`src/sv/smk_pkg.sv`:
```
// smk_pkg: field widths, command and phase codes, modifier bits and the
// shared item, state, config and result types of the sticky modifier keys unit.
// Depends on nothing; every other file refers to it by scoped names.
package smk_pkg;

  localparam int unsigned ModW    = 4;
  localparam int unsigned CmdW    = 2;
  localparam int unsigned CodeW   = 3;
  localparam int unsigned PhaseW  = 2;
  localparam int unsigned HoldW   = 16;
  localparam int unsigned TimeW   = 32;
  localparam int unsigned CfgW    = 16;
  localparam int unsigned CfgIdxW = 1;

  // Stream packing: tdata holds mod_code, phase, hold_ms, now_ms from bit 0 up.
  localparam int unsigned InUsedW   = CodeW + PhaseW + HoldW + TimeW;
  localparam int unsigned InTdataW  = ((InUsedW + 7) / 8) * 8;
  localparam int unsigned InTuserW  = CmdW;
  localparam int unsigned OutUsedW  = 3 * ModW;
  localparam int unsigned OutTdataW = ((OutUsedW + 7) / 8) * 8;

  // Command codes
  localparam logic [CmdW-1:0] CmdMod  = 2'd0;
  localparam logic [CmdW-1:0] CmdKey  = 2'd1;
  localparam logic [CmdW-1:0] CmdTick = 2'd2;

  // Modifier event phases
  localparam logic [PhaseW-1:0] PhPress   = 2'd0;
  localparam logic [PhaseW-1:0] PhHeld    = 2'd1;
  localparam logic [PhaseW-1:0] PhRelease = 2'd2;

  // Modifier code selections
  localparam logic [CodeW-1:0] CodeNone   = 3'd0;
  localparam logic [CodeW-1:0] CodeShift  = 3'd1;
  localparam logic [CodeW-1:0] CodeCtrl   = 3'd2;
  localparam logic [CodeW-1:0] CodeAlt    = 3'd3;
  localparam logic [CodeW-1:0] CodeGui    = 3'd4;
  localparam logic [CodeW-1:0] CodeAll    = 3'd5;
  localparam logic [CodeW-1:0] CodeMeh    = 3'd6;
  localparam logic [CodeW-1:0] CodeGuiCA  = 3'd7;

  // Configuration register indexes
  localparam logic [CfgIdxW-1:0] CfgLockWindow = 1'b0;
  localparam logic [CfgIdxW-1:0] CfgAutoOff    = 1'b1;

  localparam logic [CfgW-1:0] LockWindowRst = 16'd300;
  localparam logic [CfgW-1:0] AutoOffRst    = 16'd1000;

  // Modifier bits
  localparam logic [ModW-1:0] BitShift = 4'b0001;
  localparam logic [ModW-1:0] BitCtrl  = 4'b0010;
  localparam logic [ModW-1:0] BitAlt   = 4'b0100;
  localparam logic [ModW-1:0] BitGui   = 4'b1000;

  typedef struct packed {
    logic [CmdW-1:0]   cmd;
    logic [CodeW-1:0]  mod_code;
    logic [PhaseW-1:0] phase;
    logic [HoldW-1:0]  hold_ms;
    logic [TimeW-1:0]  now_ms;
  } item_t;

  typedef struct packed {
    logic [ModW-1:0] held;
    logic [ModW-1:0] sticky;
    logic [ModW-1:0] locked;
    logic [ModW-1:0] reported;
    logic            clear_pending;
    logic [TimeW-1:0] release_time;
  } state_t;

  typedef struct packed {
    logic [CfgW-1:0] lock_window_ms;
    logic [CfgW-1:0] auto_off_ms;
  } cfg_t;

  typedef struct packed {
    logic [ModW-1:0] release_mask;
    logic [ModW-1:0] press_mask;
    logic [ModW-1:0] active_mods;
  } result_t;

  function automatic logic [ModW-1:0] code_to_mask(input logic [CodeW-1:0] code);
    logic [ModW-1:0] m;
    unique case (code)
      CodeNone:  m = '0;
      CodeShift: m = BitShift;
      CodeCtrl:  m = BitCtrl;
      CodeAlt:   m = BitAlt;
      CodeGui:   m = BitGui;
      CodeAll:   m = BitShift | BitCtrl | BitAlt | BitGui;
      CodeMeh:   m = BitShift | BitCtrl | BitAlt;
      CodeGuiCA: m = BitGui | BitCtrl | BitAlt;
      default:   m = '0;
    endcase
    return m;
  endfunction

endpackage

```
`src/sv/sticky_modifier_keys_unit.sv`:
```
// sticky_modifier_keys_unit: top level of the sticky (one-shot) modifier
// keys block. Depends on smk_pkg and instantiates smk_core.
//
//  channel   dir  handshake                     payload
//  s_axis    in   s_axis_tvalid/s_axis_tready   tdata: item fields, tuser: cmd
//  m_axis    out  m_axis_tvalid/m_axis_tready   tdata: mods, press, release
//  cfg       in   cfg_valid_i/cfg_ready_o       cfg_index_i, cfg_data_i
//
// Flow: one request per clock is accepted into the input register unless a
// stalled result already has a request waiting; when the result slot is free,
// the request's result is loaded into the result register and m_axis_tvalid rises.
// The state update in smk_core between those registers sets the rate of one
// item per cycle while the output is not stalled.
// Reset: rst_ni clears all masks, the pending clear, the release stamp and
// the stage valids, and loads the register reset values.
// Stalls: a held result with a request waiting in the input register drops
// s_axis_tready until the result is taken.
module sticky_modifier_keys_unit (
  input  logic                           clk_i,
  input  logic                           rst_ni,
  // fields from bit 0: mod_code[2:0], phase[4:3], hold_ms[20:5], now_ms[52:21]
  input  logic [smk_pkg::InTdataW-1:0]   s_axis_tdata,
  // fields from bit 0: cmd[1:0]
  input  logic [smk_pkg::InTuserW-1:0]   s_axis_tuser,
  input  logic                           s_axis_tvalid,
  output logic                           s_axis_tready,
  // fields from bit 0: active_mods[3:0], press_mask[7:4], release_mask[11:8]
  output logic [smk_pkg::OutTdataW-1:0]  m_axis_tdata,
  output logic                           m_axis_tvalid,
  input  logic                           m_axis_tready,
  input  logic                           cfg_valid_i,
  output logic                           cfg_ready_o,
  input  logic [smk_pkg::CfgIdxW-1:0]    cfg_index_i,
  input  logic [smk_pkg::CfgW-1:0]       cfg_data_i
);

  localparam int unsigned PhLo   = smk_pkg::CodeW;
  localparam int unsigned HoldLo = PhLo + smk_pkg::PhaseW;
  localparam int unsigned NowLo  = HoldLo + smk_pkg::HoldW;

  smk_pkg::item_t   in_item;
  smk_pkg::item_t   item_q;
  logic             item_vld_q;
  smk_pkg::state_t  state_q, state_d;
  smk_pkg::result_t res_d, res_q;
  logic             res_vld_q;
  smk_pkg::cfg_t    cfg_q;
  logic             res_free;
  logic             advance;
  logic             accept;

  // Unpack the incoming request.
  always_comb begin
    in_item.cmd      = s_axis_tuser[smk_pkg::CmdW-1:0];
    in_item.mod_code = s_axis_tdata[smk_pkg::CodeW-1:0];
    in_item.phase    = s_axis_tdata[HoldLo-1:PhLo];
    in_item.hold_ms  = s_axis_tdata[NowLo-1:HoldLo];
    in_item.now_ms   = s_axis_tdata[NowLo+smk_pkg::TimeW-1:NowLo];
  end

  // Advance the input register into the result slot whenever it is free.
  assign res_free      = !res_vld_q || m_axis_tready;
  assign advance       = item_vld_q && res_free;
  assign s_axis_tready = !item_vld_q || res_free;
  assign accept        = s_axis_tvalid && s_axis_tready;

  always_ff @(posedge clk_i or negedge rst_ni) begin
    if (!rst_ni) begin
      item_vld_q <= 1'b0;
    end else if (s_axis_tready) begin
      item_vld_q <= s_axis_tvalid;
    end
  end

  always_ff @(posedge clk_i) begin
    if (accept) item_q <= in_item;
  end

  smk_core u_core (
    .state_i  (state_q),
    .item_i   (item_q),
    .cfg_i    (cfg_q),
    .state_o  (state_d),
    .result_o (res_d)
  );

  // Commit the state exactly once per item, as it moves to the result slot.
  always_ff @(posedge clk_i or negedge rst_ni) begin
    if (!rst_ni) begin
      state_q <= '0;
    end else if (advance) begin
      state_q <= state_d;
    end
  end

  always_ff @(posedge clk_i or negedge rst_ni) begin
    if (!rst_ni) begin
      res_vld_q <= 1'b0;
    end else if (res_free) begin
      res_vld_q <= item_vld_q;
    end
  end

  always_ff @(posedge clk_i) begin
    if (advance) res_q <= res_d;
  end

  assign m_axis_tvalid = res_vld_q;
  assign m_axis_tdata  = {{(smk_pkg::OutTdataW - smk_pkg::OutUsedW){1'b0}}, res_q};

  // Configuration writes always taken; user must keep block idle, not enforced.
  assign cfg_ready_o = 1'b1;

  always_ff @(posedge clk_i or negedge rst_ni) begin
    if (!rst_ni) begin
      cfg_q.lock_window_ms <= smk_pkg::LockWindowRst;
      cfg_q.auto_off_ms    <= smk_pkg::AutoOffRst;
    end else if (cfg_valid_i) begin
      unique case (cfg_index_i)
        smk_pkg::CfgLockWindow: cfg_q.lock_window_ms <= cfg_data_i;
        smk_pkg::CfgAutoOff:    cfg_q.auto_off_ms    <= cfg_data_i;
        default: ;
      endcase
    end
  end

endmodule

```
`src/sv/smk_core.sv`:
```
// smk_core: next-state and report logic for one item of the sticky
// modifier keys unit. Purely combinational; uses smk_pkg types and codes.
module smk_core (
  input  smk_pkg::state_t  state_i,
  input  smk_pkg::item_t   item_i,
  input  smk_pkg::cfg_t    cfg_i,
  output smk_pkg::state_t  state_o,
  output smk_pkg::result_t result_o
);

  logic [smk_pkg::ModW-1:0]  mask;
  logic [smk_pkg::TimeW-1:0] elapsed;
  logic                      in_window;
  logic [smk_pkg::ModW-1:0]  cur;
  smk_pkg::state_t           st;

  assign mask      = smk_pkg::code_to_mask(item_i.mod_code);
  assign elapsed   = item_i.now_ms - state_i.release_time;
  assign in_window = elapsed <
                     {{(smk_pkg::TimeW - smk_pkg::CfgW){1'b0}}, cfg_i.lock_window_ms};

  always_comb begin
    st = state_i;
    unique case (item_i.cmd)
      smk_pkg::CmdMod: begin
        if (mask != '0) begin
          unique case (item_i.phase)
            smk_pkg::PhPress: begin
              if ((st.locked & mask) != '0) begin
                // press while locked: unlock and drop
                st.sticky = st.sticky & ~mask;
                st.locked = st.locked & ~mask;
              end else if ((st.sticky & mask) == mask) begin
                if (in_window) st.locked = st.locked | mask;
                else           st.sticky = st.sticky & ~mask;
              end else begin
                st.sticky = st.sticky | mask;
              end
              st.held = st.held | mask;
            end
            smk_pkg::PhHeld: begin
              if (item_i.hold_ms > cfg_i.auto_off_ms) st.sticky = st.sticky & ~mask;
            end
            smk_pkg::PhRelease: begin
              if ((st.sticky & mask) != '0) st.release_time = item_i.now_ms;
              st.held = st.held & ~mask;
            end
            default: ;
          endcase
        end
      end
      smk_pkg::CmdKey: begin
        if (st.sticky != '0) st.clear_pending = 1'b1;
      end
      smk_pkg::CmdTick: begin
        if (st.clear_pending) begin
          st.sticky        = '0;
          st.clear_pending = 1'b0;
        end
      end
      default: ;
    endcase
  end

  assign cur = st.held | st.sticky | st.locked;

  always_comb begin
    state_o          = st;
    state_o.reported = cur;
    result_o.active_mods  = cur;
    result_o.press_mask   = cur & ~state_i.reported;
    result_o.release_mask = state_i.reported & ~cur;
  end

endmodule

```
`config.mk`:
```
export PLATFORM = sky130hd
export DESIGN_NAME = sticky_modifier_keys_unit
export DESIGN_NICKNAME = d
export VERILOG_FILES = /design/src/sv/smk_pkg.sv /design/src/sv/sticky_modifier_keys_unit.sv /design/src/sv/smk_core.sv
export SDC_FILE = /design/constraint.sdc
export NUM_CORES = 1
export LEC_CHECK = 0
export ABC_CLOCK_PERIOD_IN_PS = 4900
export BUFFER_PORTS_ARGS = -buffer_cell sky130_fd_sc_hd__buf_2
export CORE_MARGIN = 2
export CORE_UTILIZATION = 40
export DETAILED_ROUTE_END_ITERATION = 8
export SYNTH_ARGS = -nofsm -noshare
export SYNTH_HDL_FRONTEND = slang
export SYNTH_SLANG_ARGS = --single-unit
```
`constraint.sdc`:
```
create_clock -name clk_i -period 4.9 [get_ports clk_i]
set_input_delay 0.735 -clock clk_i [delete_from_list [all_inputs] [get_ports clk_i]]
set_output_delay 0.735 -clock clk_i [all_outputs]
set_load 0.005 [all_outputs]
```
# Word-level counts from Yosys, hierarchy flattened

Memory sizes are Yosys's and may differ from the RTL's. A register that Yosys moved wholly into a read port is not among the register bits.
Index checks and enable logic that the tools add are counted.

Register bits: 150
Memories kept: 1
Bits of input ports: 80
Bits in read-only memories: 32
Logic and storage cells: 78
Output and inout bits: 19

Memory list:

| memory           | depth | width | read ports | clocked after memory_dff | write ports | line          | RTL |
|---|---|---|---|---|---|---|---|
| (name not given) | 8     | 4     | 1          | 1                        | 0           | smk_pkg.sv:85 | `unique case (code)` |

Bitwise gates (word level): 16
Eq/ne operators: 6
Order comparisons: 2
Reductions and logical operators: 17
Mux-type cells: 17
$add $sub $neg: 1

Operators with widths:

| operator                                              | count |
|---|---|
| two-way mux 4 bit                                     | 9 |
| < comparator 32 x 16 -> 1 bit                         | 1 |
| subtractor 32 bit                                     | 1 |
| AND 4 bit                                             | 7 |
| case mux 4 bit (2 select lines)                       | 3 |
| bitwise OR 4 bit                                      | 5 |
| greater-than comparator 16 bit                        | 1 |
| nonzero test 4 bit                                    | 4 |
| two-way mux 12 bit                                    | 1 |
| NOT 4 bit                                             | 3 |
| two-way mux 8 bit                                     | 1 |
| AND reduction 5 bit                                   | 1 |
| == test 2 x 1 -> 1 bit, second input constant         | 2 |
| == test 2 bit, second input constant                  | 2 |
| == test 4 bit                                         | 1 |
| zero test 2 bit                                       | 2 |
| AND reduction 2 bit                                   | 2 |
| two-way mux 3 bit                                     | 1 |
| AND reduction 3 bit                                   | 1 |
| logical AND 1 bit                                     | 2 |
| zero test 1 bit                                       | 2 |
| logical OR 1 bit                                      | 2 |
| inequality test 2 x 1 -> 1 bit, second input constant | 1 |
| case mux 1 bit (2 select lines)                       | 1 |
| other kinds (3)                                       | 3 |

# Longest topological paths before layout

Word-level depth: 12
Gate-level depth with buffers: 20
Gate-level depth less buffers: 20

# By module

Synthesis repeated with hierarchy kept, for this count alone.

Cell total of the unflattened synthesis: 835
Area, all modules: 9217.6 µm²

By module, submodules not included:

| module                    | seq. area each (µm²) | cells an instance | instances | area an instance (µm²) |
|---|---|---|---|---|
| sticky_modifier_keys_unit | 4101.4               | 255               | 1         | 5251.3 |
| smk_core                  | 0.0                  | 580               | 1         | 3966.3 |

# Worst setup path after synthesis

No wires, ideal clock.

Path type: flip-flop to flip-flop
From: reg state_q[0] in the netlist's numbering
To: reg state_q[44] in the netlist's numbering
Arrival: 3.964 ns
Library setup time: 0.092 ns
Buffers on the path: 0
Required time: 4.808 ns
Path slack: 0.844 ns
Period minus slack after synthesis: 4.056 ns
Stages on the path, launching flop included: 20
Cell sequence: dfrtp_1 -> ha_1 -> fa_1 -> nand2b_1 -> a21oi_1 -> nor2_1 -> o21ai_0 -> a21o_1 -> a21oi_1 -> xnor2_1 -> ha_1 -> nand2_1 -> o21ai_0 -> a2111oi_0 -> a211oi_1 -> nor4_1 -> nand4_1 -> nor4_4 -> a21oi_1 -> o31ai_2

Word-level cells in the longest chain between the ends: 8

RTL lines:

| element                         | line                            | RTL |
|---|---|---|
| start: declaration              | sticky_modifier_keys_unit.sv:44 | `smk_pkg::state_t state_q, state_d;` |
| start signal: assignment        | sticky_modifier_keys_unit.sv:92 | `state_q <= state_d;` |
| subtractor 32 bit               | smk_core.sv:18                  | `assign elapsed = item_i.now_ms - state_i.release_time;` |
| < comparator 32 x 16 -> 1 bit   | smk_core.sv:19                  | `assign in_window = elapsed <` |
| two-way mux 4 bit               | smk_core.sv:34                  | `if (in_window) st.locked = st.locked \| mask;` |
| two-way mux 4 bit               | smk_core.sv:33                  | `end else if ((st.sticky & mask) == mask) begin` |
| two-way mux 8 bit               | smk_core.sv:29                  | `if ((st.locked & mask) != '0) begin` |
| case mux 4 bit (2 select lines) | smk_core.sv:27                  | `unique case (item_i.phase)` |
| two-way mux 12 bit              | smk_core.sv:26                  | `if (mask != '0) begin` |
| case mux 4 bit (2 select lines) | smk_core.sv:24                  | `unique case (item_i.cmd)` |

No other way between the ends.
A chain may end at the register's enable or synchronous reset.

# Worst setup path in the final report

From: reg item_q[0] in the netlist's numbering
To: reg state_q[39] in the netlist's numbering

Word-level cells in the longest chain between the ends: 8

RTL lines:

| element                       | line                            | RTL |
|---|---|---|
| start: declaration            | sticky_modifier_keys_unit.sv:42 | `smk_pkg::item_t item_q;` |
| start signal: assignment      | sticky_modifier_keys_unit.sv:76 | `if (accept) item_q <= in_item;` |
| subtractor 32 bit             | smk_core.sv:18                  |  |
| < comparator 32 x 16 -> 1 bit | smk_core.sv:19                  |  |
| two-way mux 4 bit             | smk_core.sv:34                  |  |
| two-way mux 4 bit             | smk_core.sv:33                  |  |
| two-way mux 8 bit             | smk_core.sv:29                  |  |
| two-way mux 4 bit             | smk_core.sv:27                  |  |
| two-way mux 12 bit            | smk_core.sv:26                  |  |
| two-way mux 4 bit             | smk_core.sv:24                  |  |

No other way between the ends.

==> flow_summary.yaml <==
power_and_ir_drop:
  p_per_area_nw_per_um2: 503
  p_leak_uw: 0.00451
  ir_drop_v: 0.000243
  p_total_uw: 5200
timing:
  drv_slew: 0
  setup_viol: 0
  skew_ns: 0.0116
  worstMarginPinSlew_ns: 0.978
  max_freq_mhz: 224
  min_period_over_period_pct: 91.3
  slew_headroom_pct: 34.5
  final-hold-violation-count: 0
  fin_crit_ns: 4.47
  rsz0062_at_grt: "no"
  setup-tns-final_ns: 0
clocking:
  cts_sinks: 154
  clk_latency_ns: 0.43
  cts_buffers: 17
  holdBufCountCts: 0
  clock_path_buffers: 2
  cts_root_buffer: "clkbuf_16"
  htreeDepth: 4
  clkSlewWorstSetupHoldPaths_ns: 0.07
  tritoncts: "done"
yosys:
  postSynth.asyncResetShare_pct: 53.9
  synth_area_um2: 9120
  yosys_warnings: 0
  ys_seq_elements: 154
  ys.flop_type: "dfrtp_1"
  ys_types: 76
  syn_area_per_cell_um2: 9.99
  synth.yosys.seq_area_share_pct: 45.8
  netlist_instances: 913
  synth-edff-count: 67
run:
  drv_cap: 0
cells_and_area:
  final_nets: 1135
  multi_input_area_um2: 4380
  drive_gt1_share_pct: 21.1
  final_core_util_pct: 45.9
  regArea_um2: 4180
  layout.cells.non_filler: 1286
  diodes: 0
  areaGrowthSynthToFinish_pct: 13.2
  fill_cells: 2160
worst_setup_path:
  cp.required_ns: 5.25
  reg2reg_depth: 21
  crit_fanout: 8
  critPathArrivalTime_ns: 4.82
  cp-end-kind: "register"
  path_class: "reg -> reg"
  critPathLaunchType: "register"
status:
  status: "finished, final reports clean"
routing:
  final_antenna_net_count: 0
  drt-initial-drc-count: 467
  wl_mm: 19.9
  routedWlPerCell_um: 15.4
  routed_via_density: 5.23
  dr.pass1.iters: 6
  vias: 6726
  drcViolationCount: 0
die:
  die_y_um: 155
  start_util_pct: 40.5
  dieWidth_um: 155
  core_um2: 22500
  die_area_um2: 24000
  row_count: 55
  io_pins: 99
global_route:
  grtUsageTotal_pct: 17.4
  antenna_found_initial: 0
  grt_pass1_vias: 6506
  globalRouteOverflowTotal: 0
  grt_start_max_net_pins: 46
  grt_pass1_wl_mm: 33.4
placed_design:
  io_buffers: 90
  dp.cells: 1254
  dp.final_hpwl_mm: 14.9
  gp_congestion: 0.882
hold_path:
  hold_path.class: "in -> async"
==> worst paths after layout <==
| kind | slack (ns) | end | start |
|---|---|---|---|
| min | 0.28 | state_q[4]$_DFFE_PN0P_ | rst_ni |
| max | 0.43 | state_q[39]$_DFFE_PN0P_ | item_q[0]$_DFFE_PP_ |
| max in group asynchronous | 3.62 | cfg_q[24]$_DFFE_PN1P_ | rst_ni |
| min reg2reg | 0.48 | state_q[45]$_DFFE_PN0P_ | state_q[45]$_DFFE_PN0P_ |
| max reg2reg | 0.43 | state_q[39]$_DFFE_PN0P_ | item_q[0]$_DFFE_PP_ |
| min in group clk_i | 0.48 | item_q[19]$_DFFE_PP_ | s_axis_tdata[40] |
==> cells by family (layout without fill, tap and decap cells) <==
group / Yosys count / count (layout) / share of synthesized area [%]
and+or+nand+nor: 263 / 263 / 14.1
muxes: 57 / 57 / 6.91
DFF: 154 / 154 / 45.8
buffers and inverters: 132 / 217 / 6.32
AOI/OAI and AO/OA: 221 / 221 / 15.8
other: 2 / 5 / 0.0823
xor gates and xnor gates: 17 / 17 / 1.63
adders and majority gates: 67 / 67 / 9.27
==> placed cells by master, fill, tap and decap left out, types with 7 or more instances in the layout <==
cell type / count
buf_2: 89
nand4_1: 19
mux2i_1: 9
ha_1: 66
dfstp_2: 10
nand3_1: 19
a21oi_1: 51
xor2_1: 7
mux2_2: 48
and3_1: 9
a21o_1: 12
xnor2_1: 10
edfxtp_1: 67
nand2b_1: 12
o21ai_1: 14
a31oi_1: 11
clkbuf_16: 17
inv_1: 89
o21ai_0: 52
o21a_1: 12
dfrtp_1: 73
nor3_1: 19
nand2_1: 98
o211ai_1: 9
nor2_1: 47
==> layer usage <==
metal  vias up  part of all wire, %  routed length, um  global-route usage [%]
li1       3409                    -                  -                       -
met1      3164                   48               9480                    23.9
met2       136                   48               9460                    28.4
met3        17                  3.5                704                    3.01
met4         0                  1.0                206                    4.45
met5         -                    0                  0                       0
==> sequential cells by signal (all words and copies together) (netlist names) <==
signal	count
item_vld_q	1
m_axis_tdata	12
state_q	49
cfg_q	32
item_q	55
m_axis_tvalid	1
u_core.mask	4
==> per-stage QoR <==
step                      setup WS (ns)  hold slack (ns)  instance area (um2)
final                             0.429            0.281                10300
after global routing             0.0600            0.317                10300
after CTS                         0.440            0.299                10300
after detailed placement          0.467            0.469                 9750
after global placement            0.432            0.464                 9750
after floorplan                   0.844            0.439                 9140
==> cell type report <==
| class | count | share of cell area (%) |
|---|---|---|
| multi-input cells | 630 | 42.4 |
| well taps | 285 | 3.45 |
| repair buffers | 95 | 4.75 |
| inverters | 90 | 3.27 |
| clock inverters | 15 | 1.50 |
| clock buffers | 17 | 4.12 |
| flip-flops and latches | 154 | 40.5 |
==> synthesized netlist by cell type, types with 11 or more instances <==
library cell	instances	area [um2]
nand3_1	19	95.1
o21ai_0	52	260
nor3_1	19	95.1
clkbuf_1	18	67.6
mux2_2	48	541
nand4_1	19	119
o21ai_1	14	70.1
nand2b_1	12	75.1
o21a_1	12	90.1
nand2_1	98	368
inv_1	90	338
ha_1	66	826
nor2_1	47	176
dfrtp_1	73	1830
a21oi_1	52	260
a31oi_1	11	68.8
buf_4	13	97.6
edfxtp_1	67	2010
a21o_1	12	90.1
==> critical path: stages (launching register included) <==
cell	delay [ns]
edfxtp_1	0.32
inv_1	0.05
ha_1	0.23
fa_1	0.42
nand2b_1	0.18
a21oi_1	0.19
nor2_1	0.10
o21ai_0	0.31
a21o_1	0.17
a21oi_1	0.07
xnor2_1	0.14
ha_1	0.27
nand2_1	0.07
o21ai_0	0.10
a2111oi_0	0.30
a211oi_1	0.19
nor4_1	0.31
nand4_1	0.19
nor4_4	0.28
buf_4	0.21
nand3_2	0.12
o21ai_1	0.16
==> power breakdown <==
part	total [uW]	switching, uW	internal (uW)
logic	2160	1270	889
clock network	1280	604	679
registers	1750	141	1610
==> repair_timing <==
item / 4_1_cts / 5_1_grt
setup endpoints to repair: 0 / 1
buffers inserted: 0 / 0
resized for setup: 0 / 1
(Power assumes the default switching activity.)
